## src/sv/itte_pkg.sv

```systemverilog
// Shared constants, opcodes and controller/datapath handoff types for the tree traversal engine.
package itte_pkg;

    localparam int CAPACITY_DEF = 64;
    localparam int OP_W         = 3;
    localparam int DATA_W       = 32;

    // Command opcodes
    localparam logic [OP_W-1:0] OP_INORDER   = 3'd0;
    localparam logic [OP_W-1:0] OP_PREORDER  = 3'd1;
    localparam logic [OP_W-1:0] OP_POSTORDER = 3'd2;
    localparam logic [OP_W-1:0] OP_APPEND    = 3'd3;
    localparam logic [OP_W-1:0] OP_HEIGHT    = 3'd4;
    localparam logic [OP_W-1:0] OP_BSTCHK    = 3'd5;

    // Cursor moves
    localparam logic [1:0] POS_HOLD  = 2'd0;
    localparam logic [1:0] POS_LEFT  = 2'd1;
    localparam logic [1:0] POS_RIGHT = 2'd2;
    localparam logic [1:0] POS_UP    = 2'd3;

    // Output register source
    localparam logic [1:0] OSEL_PREV   = 2'd0;
    localparam logic [1:0] OSEL_APPEND = 2'd1;
    localparam logic [1:0] OSEL_HEIGHT = 2'd2;
    localparam logic [1:0] OSEL_BST    = 2'd3;

    // Controller to datapath
    typedef struct packed {
        logic       take;       // command beat: reset walk state
        logic       append;     // store value if there is room
        logic [1:0] pos_op;     // cursor move
        logic       rd_en;      // read node store
        logic       rd_parent;  // read parent of cursor instead of cursor
        logic       consume;    // read data becomes the held value
        logic       out_load;   // load output register
        logic [1:0] out_sel;
        logic       out_last;
    } ctrl_cmd_t;

    // Datapath to controller
    typedef struct packed {
        logic node_null;   // cursor past the last stored node
        logic node_root;   // cursor at node 1
        logic node_right;  // cursor is a right child
        logic prev_vld;    // a visited value is held
        logic out_free;    // output register can take a beat
    } dp_status_t;

endpackage

```

## src/sv/itte_if.sv

```systemverilog
// Valid/ready channel interfaces for the command and result streams.
interface itte_cmd_if;
    logic                                valid;
    logic                                ready;
    logic [itte_pkg::OP_W-1:0]           opcode;
    logic signed [itte_pkg::DATA_W-1:0]  value;

    modport source (output valid, output opcode, output value, input ready);
    modport sink   (input valid, input opcode, input value, output ready);
endinterface

interface itte_rsp_if;
    logic                                valid;
    logic                                ready;
    logic signed [itte_pkg::DATA_W-1:0]  result;
    logic                                is_last;

    modport source (output valid, output result, output is_last, input ready);
    modport sink   (input valid, input result, input is_last, output ready);
endinterface

```

## src/sv/itte_ctrl.sv

```systemverilog
// Command sequencer: decodes opcodes and walks the heap-layout tree without a stack.
module itte_ctrl (
    input  logic                          clk,
    input  logic                          rst_n,
    input  logic                          cmd_valid,
    input  logic [itte_pkg::OP_W-1:0]     cmd_opcode,
    output logic                          cmd_ready,
    input  itte_pkg::dp_status_t          st,
    output itte_pkg::ctrl_cmd_t           ctl
);

    localparam logic [2:0] S_IDLE  = 3'd0;
    localparam logic [2:0] S_ENTER = 3'd1;
    localparam logic [2:0] S_RET   = 3'd2;
    localparam logic [2:0] S_EMIT  = 3'd3;
    localparam logic [2:0] S_FIN   = 3'd4;
    localparam logic [2:0] S_PUT   = 3'd5;

    logic [2:0]                  state_reg, state_next;
    logic [2:0]                  resume_reg, resume_next;
    logic [itte_pkg::OP_W-1:0]   op_reg, op_next;
    logic                        is_trav;
    logic [1:0]                  put_sel;

    assign is_trav = (op_reg != itte_pkg::OP_BSTCHK);

    // Single-result source for the current command
    always_comb
    begin
        case (op_reg)
            itte_pkg::OP_APPEND: put_sel = itte_pkg::OSEL_APPEND;
            itte_pkg::OP_HEIGHT: put_sel = itte_pkg::OSEL_HEIGHT;
            default:             put_sel = itte_pkg::OSEL_BST;
        endcase
    end

    // Next state and commands
    always_comb
    begin
        state_next  = state_reg;
        resume_next = resume_reg;
        op_next     = op_reg;
        cmd_ready   = 1'b0;
        ctl         = '0;
        ctl.pos_op  = itte_pkg::POS_HOLD;
        ctl.out_sel = itte_pkg::OSEL_PREV;
        case (state_reg)
            S_IDLE:
            begin
                cmd_ready = 1'b1;
                if (cmd_valid)
                begin
                    ctl.take = 1'b1;
                    op_next  = cmd_opcode;
                    case (cmd_opcode)
                        itte_pkg::OP_INORDER,
                        itte_pkg::OP_PREORDER,
                        itte_pkg::OP_POSTORDER,
                        itte_pkg::OP_BSTCHK:
                            state_next = S_ENTER;
                        itte_pkg::OP_APPEND:
                        begin
                            ctl.append = 1'b1;
                            state_next = S_PUT;
                        end
                        itte_pkg::OP_HEIGHT:
                            state_next = S_PUT;
                        default:
                            state_next = S_IDLE;
                    endcase
                end
            end
            // First visit of the cursor node
            S_ENTER:
            begin
                if (st.node_null)
                    state_next = S_RET;
                else if (op_reg == itte_pkg::OP_PREORDER)
                begin
                    ctl.rd_en   = 1'b1;
                    ctl.pos_op  = itte_pkg::POS_LEFT;
                    resume_next = S_ENTER;
                    state_next  = S_EMIT;
                end
                else
                    ctl.pos_op = itte_pkg::POS_LEFT;
            end
            // Back from the cursor node to its parent
            S_RET:
            begin
                if (st.node_root)
                    state_next = S_FIN;
                else if (!st.node_right)
                begin
                    ctl.pos_op = itte_pkg::POS_RIGHT;
                    if (op_reg == itte_pkg::OP_INORDER || op_reg == itte_pkg::OP_BSTCHK)
                    begin
                        ctl.rd_en     = 1'b1;
                        ctl.rd_parent = 1'b1;
                        resume_next   = S_ENTER;
                        state_next    = S_EMIT;
                    end
                    else
                        state_next = S_ENTER;
                end
                else
                begin
                    ctl.pos_op = itte_pkg::POS_UP;
                    if (op_reg == itte_pkg::OP_POSTORDER)
                    begin
                        ctl.rd_en     = 1'b1;
                        ctl.rd_parent = 1'b1;
                        resume_next   = S_RET;
                        state_next    = S_EMIT;
                    end
                end
            end
            // Node value arrived; send the held one on
            S_EMIT:
            begin
                if (!(is_trav && st.prev_vld && !st.out_free))
                begin
                    ctl.consume  = 1'b1;
                    ctl.out_load = is_trav && st.prev_vld;
                    state_next   = resume_reg;
                end
            end
            // Walk done: flush held value or report the check
            S_FIN:
            begin
                if (!is_trav)
                    state_next = S_PUT;
                else if (!st.prev_vld)
                    state_next = S_IDLE;
                else if (st.out_free)
                begin
                    ctl.out_load = 1'b1;
                    ctl.out_last = 1'b1;
                    state_next   = S_IDLE;
                end
            end
            S_PUT:
            begin
                if (st.out_free)
                begin
                    ctl.out_load = 1'b1;
                    ctl.out_sel  = put_sel;
                    ctl.out_last = 1'b1;
                    state_next   = S_IDLE;
                end
            end
            default:
                state_next = S_IDLE;
        endcase
    end

    always_ff @(posedge clk or negedge rst_n)
    begin
        if (!rst_n)
        begin
            state_reg  <= S_IDLE;
            resume_reg <= S_IDLE;
            op_reg     <= itte_pkg::OP_INORDER;
        end
        else
        begin
            state_reg  <= state_next;
            resume_reg <= resume_next;
            op_reg     <= op_next;
        end
    end

endmodule

```

## src/sv/itte_dp.sv

```systemverilog
// Datapath: node store, node count, walk cursor, held value and output register.
module itte_dp #(
    parameter int CAPACITY = itte_pkg::CAPACITY_DEF
) (
    input  logic                                clk,
    input  logic                                rst_n,
    input  logic signed [itte_pkg::DATA_W-1:0]  value,
    input  itte_pkg::ctrl_cmd_t                 ctl,
    output itte_pkg::dp_status_t                st,
    input  logic                                out_ready,
    output logic                                out_valid,
    output logic signed [itte_pkg::DATA_W-1:0]  out_result,
    output logic                                out_last
);

    localparam int DW = itte_pkg::DATA_W;
    localparam int AW = (CAPACITY > 1) ? $clog2(CAPACITY) : 1;
    localparam int CW = $clog2(CAPACITY + 1);
    localparam int IW = $clog2(2 * CAPACITY + 2);

    logic signed [DW-1:0] mem [CAPACITY];

    logic [CW-1:0]        count_reg, count_next;
    logic [IW-1:0]        idx_reg, idx_next;
    logic                 prev_vld_reg, prev_vld_next;
    logic signed [DW-1:0] prev_reg;
    logic                 ok_reg, ok_next;
    logic                 full_hit_reg, full_hit_next;
    logic signed [DW-1:0] rd_data_reg;
    logic                 out_valid_reg, out_valid_next;
    logic signed [DW-1:0] out_result_reg;
    logic                 out_last_reg;

    logic                 full;
    logic                 wr_en;
    logic [IW-1:0]        rd_idx, rd_off;
    logic [CW-1:0]        hgt;
    logic signed [DW-1:0] res_mux;

    assign full  = (count_reg == CW'(CAPACITY));
    assign wr_en = ctl.append && !full;

    // Status to controller
    assign st.node_null  = (idx_reg > IW'(count_reg));
    assign st.node_root  = (idx_reg == IW'(1));
    assign st.node_right = idx_reg[0];
    assign st.prev_vld   = prev_vld_reg;
    assign st.out_free   = !out_valid_reg || out_ready;

    // Store address of the node being read (1-based index to 0-based slot)
    assign rd_idx = ctl.rd_parent ? (idx_reg >> 1) : idx_reg;
    assign rd_off = rd_idx - IW'(1);

    always_ff @(posedge clk)
    begin
        if (wr_en)
            mem[count_reg[AW-1:0]] <= value;
        if (ctl.rd_en)
            rd_data_reg <= mem[rd_off[AW-1:0]];
    end

    // Cursor, count and walk flags
    always_comb
    begin
        count_next    = count_reg;
        idx_next      = idx_reg;
        prev_vld_next = prev_vld_reg;
        ok_next       = ok_reg;
        full_hit_next = full_hit_reg;
        if (wr_en)
            count_next = count_reg + CW'(1);
        if (ctl.append)
            full_hit_next = full;
        case (ctl.pos_op)
            itte_pkg::POS_LEFT:  idx_next = {idx_reg[IW-2:0], 1'b0};
            itte_pkg::POS_RIGHT: idx_next = idx_reg | IW'(1);
            itte_pkg::POS_UP:    idx_next = idx_reg >> 1;
            default:             idx_next = idx_reg;
        endcase
        if (ctl.take)
        begin
            idx_next      = IW'(1);
            prev_vld_next = 1'b0;
            ok_next       = 1'b1;
        end
        if (ctl.consume)
        begin
            prev_vld_next = 1'b1;
            if (prev_vld_reg && (prev_reg > rd_data_reg))
                ok_next = 1'b0;
        end
    end

    // Height: position of the top set bit of the count
    always_comb
    begin
        hgt = '0;
        for (int i = 0; i < CW; i++)
        begin
            if (count_reg[i])
                hgt = CW'(i);
        end
    end

    always_comb
    begin
        case (ctl.out_sel)
            itte_pkg::OSEL_PREV:   res_mux = prev_reg;
            itte_pkg::OSEL_APPEND: res_mux = full_hit_reg ? DW'(1) : '0;
            itte_pkg::OSEL_HEIGHT: res_mux = (count_reg == '0) ? '1 : DW'(hgt);
            itte_pkg::OSEL_BST:    res_mux = ok_reg ? DW'(1) : '0;
            default:               res_mux = prev_reg;
        endcase
    end

    // Output register: a new beat loads, a taken beat empties
    always_comb
    begin
        if (ctl.out_load)
            out_valid_next = 1'b1;
        else if (out_ready)
            out_valid_next = 1'b0;
        else
            out_valid_next = out_valid_reg;
    end

    always_ff @(posedge clk)
    begin
        if (ctl.consume)
            prev_reg <= rd_data_reg;
        if (ctl.out_load)
        begin
            out_result_reg <= res_mux;
            out_last_reg   <= ctl.out_last;
        end
    end

    always_ff @(posedge clk or negedge rst_n)
    begin
        if (!rst_n)
        begin
            count_reg     <= '0;
            idx_reg       <= IW'(1);
            prev_vld_reg  <= 1'b0;
            ok_reg        <= 1'b1;
            full_hit_reg  <= 1'b0;
            out_valid_reg <= 1'b0;
        end
        else
        begin
            count_reg     <= count_next;
            idx_reg       <= idx_next;
            prev_vld_reg  <= prev_vld_next;
            ok_reg        <= ok_next;
            full_hit_reg  <= full_hit_next;
            out_valid_reg <= out_valid_next;
        end
    end

    assign out_valid  = out_valid_reg;
    assign out_result = out_result_reg;
    assign out_last   = out_last_reg;

endmodule

```

## src/sv/implicit_tree_traversal_engine.sv

```systemverilog
// Top level of the heap-layout tree engine: sequencer, datapath and checks.
//
// Commands arrive on cmd (opcode, value); results leave on rsp (result, is_last).
// One command is worked on at a time; cmd.ready is high only while the
// sequencer is idle. Append and height return one beat with is_last set, loaded
// from the put state into the output register once it is free. In-, pre- and
// post-order return one beat per stored node, the last one marked; an empty
// tree gives no beats. BST check returns one beat with is_last set once its
// in-order walk is done. Opcodes six and seven are taken and dropped.
// While a walk runs the cursor moves one tree edge per step (down, across or
// up, null children included) and each visited node adds one node-store read
// and an emit step, which waits while rsp is stalled. The node store has one
// write and one registered read port.
// Reset clears the node count, so the tree is empty; the store is not cleared.
// A stalled rsp holds its beat in the output register; the walk runs on until
// the next value has to be sent, then waits in place.
module implicit_tree_traversal_engine #(
    parameter int CAPACITY = itte_pkg::CAPACITY_DEF
) (
    input  logic        clk,
    input  logic        rst_n,
    itte_cmd_if.sink    cmd,
    itte_rsp_if.source  rsp
);

    itte_pkg::ctrl_cmd_t  ctl;
    itte_pkg::dp_status_t st;

    itte_ctrl u_ctrl (
        .clk        (clk),
        .rst_n      (rst_n),
        .cmd_valid  (cmd.valid),
        .cmd_opcode (cmd.opcode),
        .cmd_ready  (cmd.ready),
        .st         (st),
        .ctl        (ctl)
    );

    itte_dp #(
        .CAPACITY (CAPACITY)
    ) u_dp (
        .clk        (clk),
        .rst_n      (rst_n),
        .value      (cmd.value),
        .ctl        (ctl),
        .st         (st),
        .out_ready  (rsp.ready),
        .out_valid  (rsp.valid),
        .out_result (rsp.result),
        .out_last   (rsp.is_last)
    );

    // Never overwrite a beat that has not been taken
    a_load_free: assert property (@(posedge clk) disable iff (!rst_n)
        ctl.out_load |-> st.out_free)
        else $error("output register loaded while occupied");

    // Command state is reset only on a real command beat
    a_take_beat: assert property (@(posedge clk) disable iff (!rst_n)
        ctl.take |-> (cmd.valid && cmd.ready))
        else $error("walk reset without a command beat");

    // Cursor descends only from a stored node
    a_descend_live: assert property (@(posedge clk) disable iff (!rst_n)
        (ctl.pos_op == itte_pkg::POS_LEFT) |-> !st.node_null)
        else $error("cursor descended from an empty slot");

endmodule
```

## src/flat_wrapper.sv

```systemverilog
// flat-port wrapper written by rule: the top's interface ports become plain ports
module implicit_tree_traversal_engine_flat 
#(
    parameter int CAPACITY = itte_pkg::CAPACITY_DEF
)
  (clk, rst_n, cmd_valid, cmd_opcode, cmd_value, cmd_ready, rsp_valid, rsp_result, rsp_is_last, rsp_ready);
  itte_cmd_if cmd_i ();
  itte_rsp_if rsp_i ();
  input  logic clk;
  input  logic rst_n;
  input wire logic [$bits(cmd_i.valid)-1:0] cmd_valid;
  input wire logic [$bits(cmd_i.opcode)-1:0] cmd_opcode;
  input wire logic [$bits(cmd_i.value)-1:0] cmd_value;
  output wire logic [$bits(cmd_i.ready)-1:0] cmd_ready;
  output wire logic [$bits(rsp_i.valid)-1:0] rsp_valid;
  output wire logic [$bits(rsp_i.result)-1:0] rsp_result;
  output wire logic [$bits(rsp_i.is_last)-1:0] rsp_is_last;
  input wire logic [$bits(rsp_i.ready)-1:0] rsp_ready;
  assign cmd_i.valid = cmd_valid;
  assign cmd_i.opcode = cmd_opcode;
  assign cmd_i.value = cmd_value;
  assign cmd_ready = cmd_i.ready;
  assign rsp_valid = rsp_i.valid;
  assign rsp_result = rsp_i.result;
  assign rsp_is_last = rsp_i.is_last;
  assign rsp_i.ready = rsp_ready;
  implicit_tree_traversal_engine #(.CAPACITY(CAPACITY)) u_core (.clk(clk), .rst_n(rst_n), .cmd(cmd_i), .rsp(rsp_i));
endmodule
```

## config.mk

```make
export PLATFORM = sky130hd
export DESIGN_NAME = implicit_tree_traversal_engine_flat
export DESIGN_NICKNAME = d
export VERILOG_FILES = /design/src/sv/itte_pkg.sv /design/src/sv/itte_if.sv /design/src/sv/itte_ctrl.sv /design/src/sv/itte_dp.sv /design/src/sv/implicit_tree_traversal_engine.sv /design/src/flat_wrapper.sv
export SDC_FILE = /design/constraint.sdc
export NUM_CORES = 2
export LEC_CHECK = 0
export BUFFER_PORTS_ARGS = -buffer_cell sky130_fd_sc_hd__clkbuf_2
export CORE_ASPECT_RATIO = 1.25
export CORE_MARGIN = 3
export CORE_UTILIZATION = 25
export CTS_CLUSTER_SIZE = 12
export DETAILED_ROUTE_END_ITERATION = 8
export REMOVE_ABC_BUFFERS = 1
export SYNTH_ARGS = -nofsm -noshare
export SYNTH_HDL_FRONTEND = slang
export SYNTH_SLANG_ARGS = --single-unit
```

## constraint.sdc

```tcl
create_clock -name clk -period 11.5 [get_ports clk]
set_input_delay 0.575 -clock clk [delete_from_list [all_inputs] [get_ports clk]]
set_output_delay 0.575 -clock clk [all_outputs]
set_load 0.01 [all_outputs]
```

==> out/summary.txt <==
Met3 wire length: 17,000 um
Worst setup EP type: flip-flop
Peak VDD IR: 0.511 mV
CTS Sinks: 2,172
Non-filler cells, final: 8,962
CTS root buf: clkbuf_16
Worst setup path category: flip-flop to flip-flop
Slew headroom: 5.10%
Fin Setup TNS: 0 ps
Simple-Gate Fraction of Synth Area: 5.31%
Synth area leaders: edfxtp_1 76%, mux4_2 14%, nand2_1 2.4%
# hold bufs at CTS: 4
Die Footprint: 347,000 um2
Initial DRC count: 4,709
Die Ht: 658 um
Design Area, Final: 97,100 um2
Grt ovf: 0
Critical-path cell list: or3b_1 -> a31oi_4 -> nand3_1 -> a21oi_4 -> buf_12 -> buf_4 -> buf_12 -> mux4_2 -> nand2_1 -> nand3_1 -> a21oi_1 -> nor4_2
Initial antenna violation count: 7
Top Layer Used: met5
Final Util: 28.8%
Adder-Cell Fraction of Synth Area: 0.663%
Placed Cells: 8,691
Endpoints failing setup: 0
Die width: 527 um
Drt drc: 0
XOR/XNOR Fraction of Synth Area: 0.102%
Area delta synth->final: 14.3%
Post-synth EDFFs: 2,145
Flops & latches, synth: 2,172
CORE AREA: 337,000 um2
CTS H-tree lvls: 4
Asr flop ratio synth: 1.24%
Post-CTS Setup Bufs: 0
Slew Limit Fails: 0
GRT Resource Usage Total: 13.4%
Post-DP HPWL: 134,000 um
Largest net degree at the start of global routing: 126
Pwr/cell area: 275 nW/um2
First-pass GRT wire length: 338,000 um
Share of post-route cells with drive strength above 1: 23.5%
# nets final: 4,552
Gpl congestion: 0.813
Drt total wl: 239,000 um
Pre-antenna DRT Iters: 6
Top FF cell, synth: edfxtp_1
Register clock-pin slew on the reported worst setup and hold paths: 60 ps
Gate power share: 42.1%
Max_cap viols: 0
Final period utilization: 57.5%
CP max-delay cell: a21oi_1
Switching Fraction: 38.3%
Placement row count: 238
Max reg flops: 2,048
Worst clock skew: 66.5 ps
Data required time at the worst endpoint: 12,030 ps
RSZ-0062 raised after global routing: no
Worst-Skew Late Latency: 870 ps
Wire per inst: 26.6 um
Levels on crit path: 12
Crit-path max FO: 97
Initial Util: 25.2%
Seq/Total Area, Yosys: 76.7%
Placed cell areas: 91,400 um2
Post-synthesis mux area share: 14.5%
Power, Total: 26.7 mW
Crit path buf inv count: 3
Family with the most delay on the worst path: buffers and inverters
Power Internal: 16.5 mW
Num ports: 74
Psw: 10.2 mW
Post-DR vias/cell: 4.80
Final hold slack: 111 ps
R2r worst-path depth: 12
Synth top area share: 75.9%
Routed via count: 43.1k
Status: complete, no violations
Routed wl met2: 121,000 um
Commonest non-fill, non-tap cell in the layout: edfxtp_1
CTS tree: done
Hold path depth: 3
Hold/Removal Path Class: input pin to flip-flop
Setup ws final: 4890 ps
Vias in the first global route: 44.0k
Max Freq: 151 MHz
Clk buf depth: 4
Complex-gate fraction of the synthesized area: 1.16%
Synth area leader: edfxtp_1
P_leak: 30.3 nW
Port Buffers: 73
CP Data Arrival Time: 7150 ps
DP Worst Slack: 4710 ps
Fin crit period: 6610 ps
CP max stage delay: 1180 ps
Average size of a mapped cell: 19.9 um2
Resize count post-CTS: 0
Synthesized cell area: 84,900 um2
Largest family of logic cells by synthesized area: multiplexers
Sequential power share: 34.9%
Synth cell types: 69
Num CTS Buffers: 211
Cells after Synth: 4,263
Most frequent cells in the layout: 2,145 x edfxtp_1, 549 x nand2_1, 512 x mux4_2
Post-route ant nets: 0
Ys Warns: 0
Critical Path Source Type: flip-flop
Endpoints failing hold: 0
Clk network pwr share: 23.0%
Filler cell count: 32.9k
Worst-Margin Slew: 1420 ps
Met1 WL: 89,700 um
-- worst paths after layout --
path / endpoint / startpoint / slack [ps]
worst max-delay path: u_core.u_dp.rd_data_reg[25] / u_core.u_ctrl.state_reg[0] / 4890
worst min register to register: u_core.u_dp.prev_reg[19] / u_core.u_dp.rd_data_reg[19] / 490
max in group asynchronous: u_core.u_dp.out_valid / rst_n / 10650
worst max register to register: u_core.u_dp.rd_data_reg[25] / u_core.u_ctrl.state_reg[0] / 4890
min in group asynchronous: u_core.u_ctrl.state_reg[1] / rst_n / 340
worst min-delay path: u_core.u_ctrl.state_reg[2] / cmd_valid / 110
-- logic make-up (layout without fill, tap and decap cells) --
| kind of cell | count (synthesis) | after routing |
|---|---|---|
| XOR/XNOR | 9 | 9 |
| flip-flops | 2172 | 2172 |
| adder cells (fa/ha/maj) | 45 | 45 |
| buffers and inverters | 278 | 533 |
| AO/OA/AOI/OAI | 159 | 159 |
| multiplexers | 586 | 586 |
| AND/OR/NAND/NOR | 1014 | 1014 |
| other | 0 | 4 |
-- cell usage after synthesis, types with 3 or more instances --
cell type  number
nand3b_1        3
mux2i_1        73
dfrtp_1        25
buf_8           3
buf_4          37
a21o_1          8
nand4_1        19
o21a_1          9
ha_1           45
mux4_2        512
and3_1          5
a21oi_1        90
a22oi_1         3
buf_2          43
o22ai_1         3
inv_1          49
nor2_1        101
o21ai_0        16
and2_1          7
o31ai_1         3
buf_6          17
or3_1           4
nand3_1       279
buf_1          13
nor4_2         16
nand2_1       549
a31oi_1         3
nand2b_1        3
nor3_1          9
edfxtp_1     2145
xnor2_1         8
o211ai_1        3
nor2b_1         5
clkbuf_1      114
-- layout make-up --
cell class | instances | area [um2] | area share, %
antenna | 4 | 10.0 | 0.0103
timing repair buffer | 220 | 1590 | 1.64
sequential | 2172 | 65100 | 67.1
multi-input combinational | 1813 | 19000 | 19.6
tap | 4440 | 5560 | 5.72
clock inverter | 17 | 198 | 0.204
inverter | 50 | 190 | 0.196
clock buffer | 246 | 5430 | 5.60
-- power groups by stage --
stage | logic [mW] | clock network, mW | registers (mW)
2_1_floorplan | 8.50 | 0 | 9.32
3_3_place_gp | 11.3 | 0 | 9.47
3_5_place_dp | 11.3 | 0 | 9.48
4_1_cts | 11.4 | 6.25 | 9.31
5_1_grt | 12.0 | 6.53 | 9.33
6_report | 11.2 | 6.14 | 9.31
-- worst register-to-register path: stages, from the launching register on --
cell,delay (ps)
dfrtp_1,550
or3b_1,590
a31oi_4,400
nand3_1,200
a21oi_4,220
buf_12,490
buf_4,790
buf_12,620
mux4_2,810
nand2_1,80
nand3_1,250
a21oi_1,1180
nor4_2,120
-- metal layers --
layer	vias up	GRT usage, %
met4	2	5.77
met5	-	0
met3	382	1.81
met2	1878	23.4
li1	17500	-
met1	23300	16.6
Note: power is estimated with default switching activity, not from simulation.
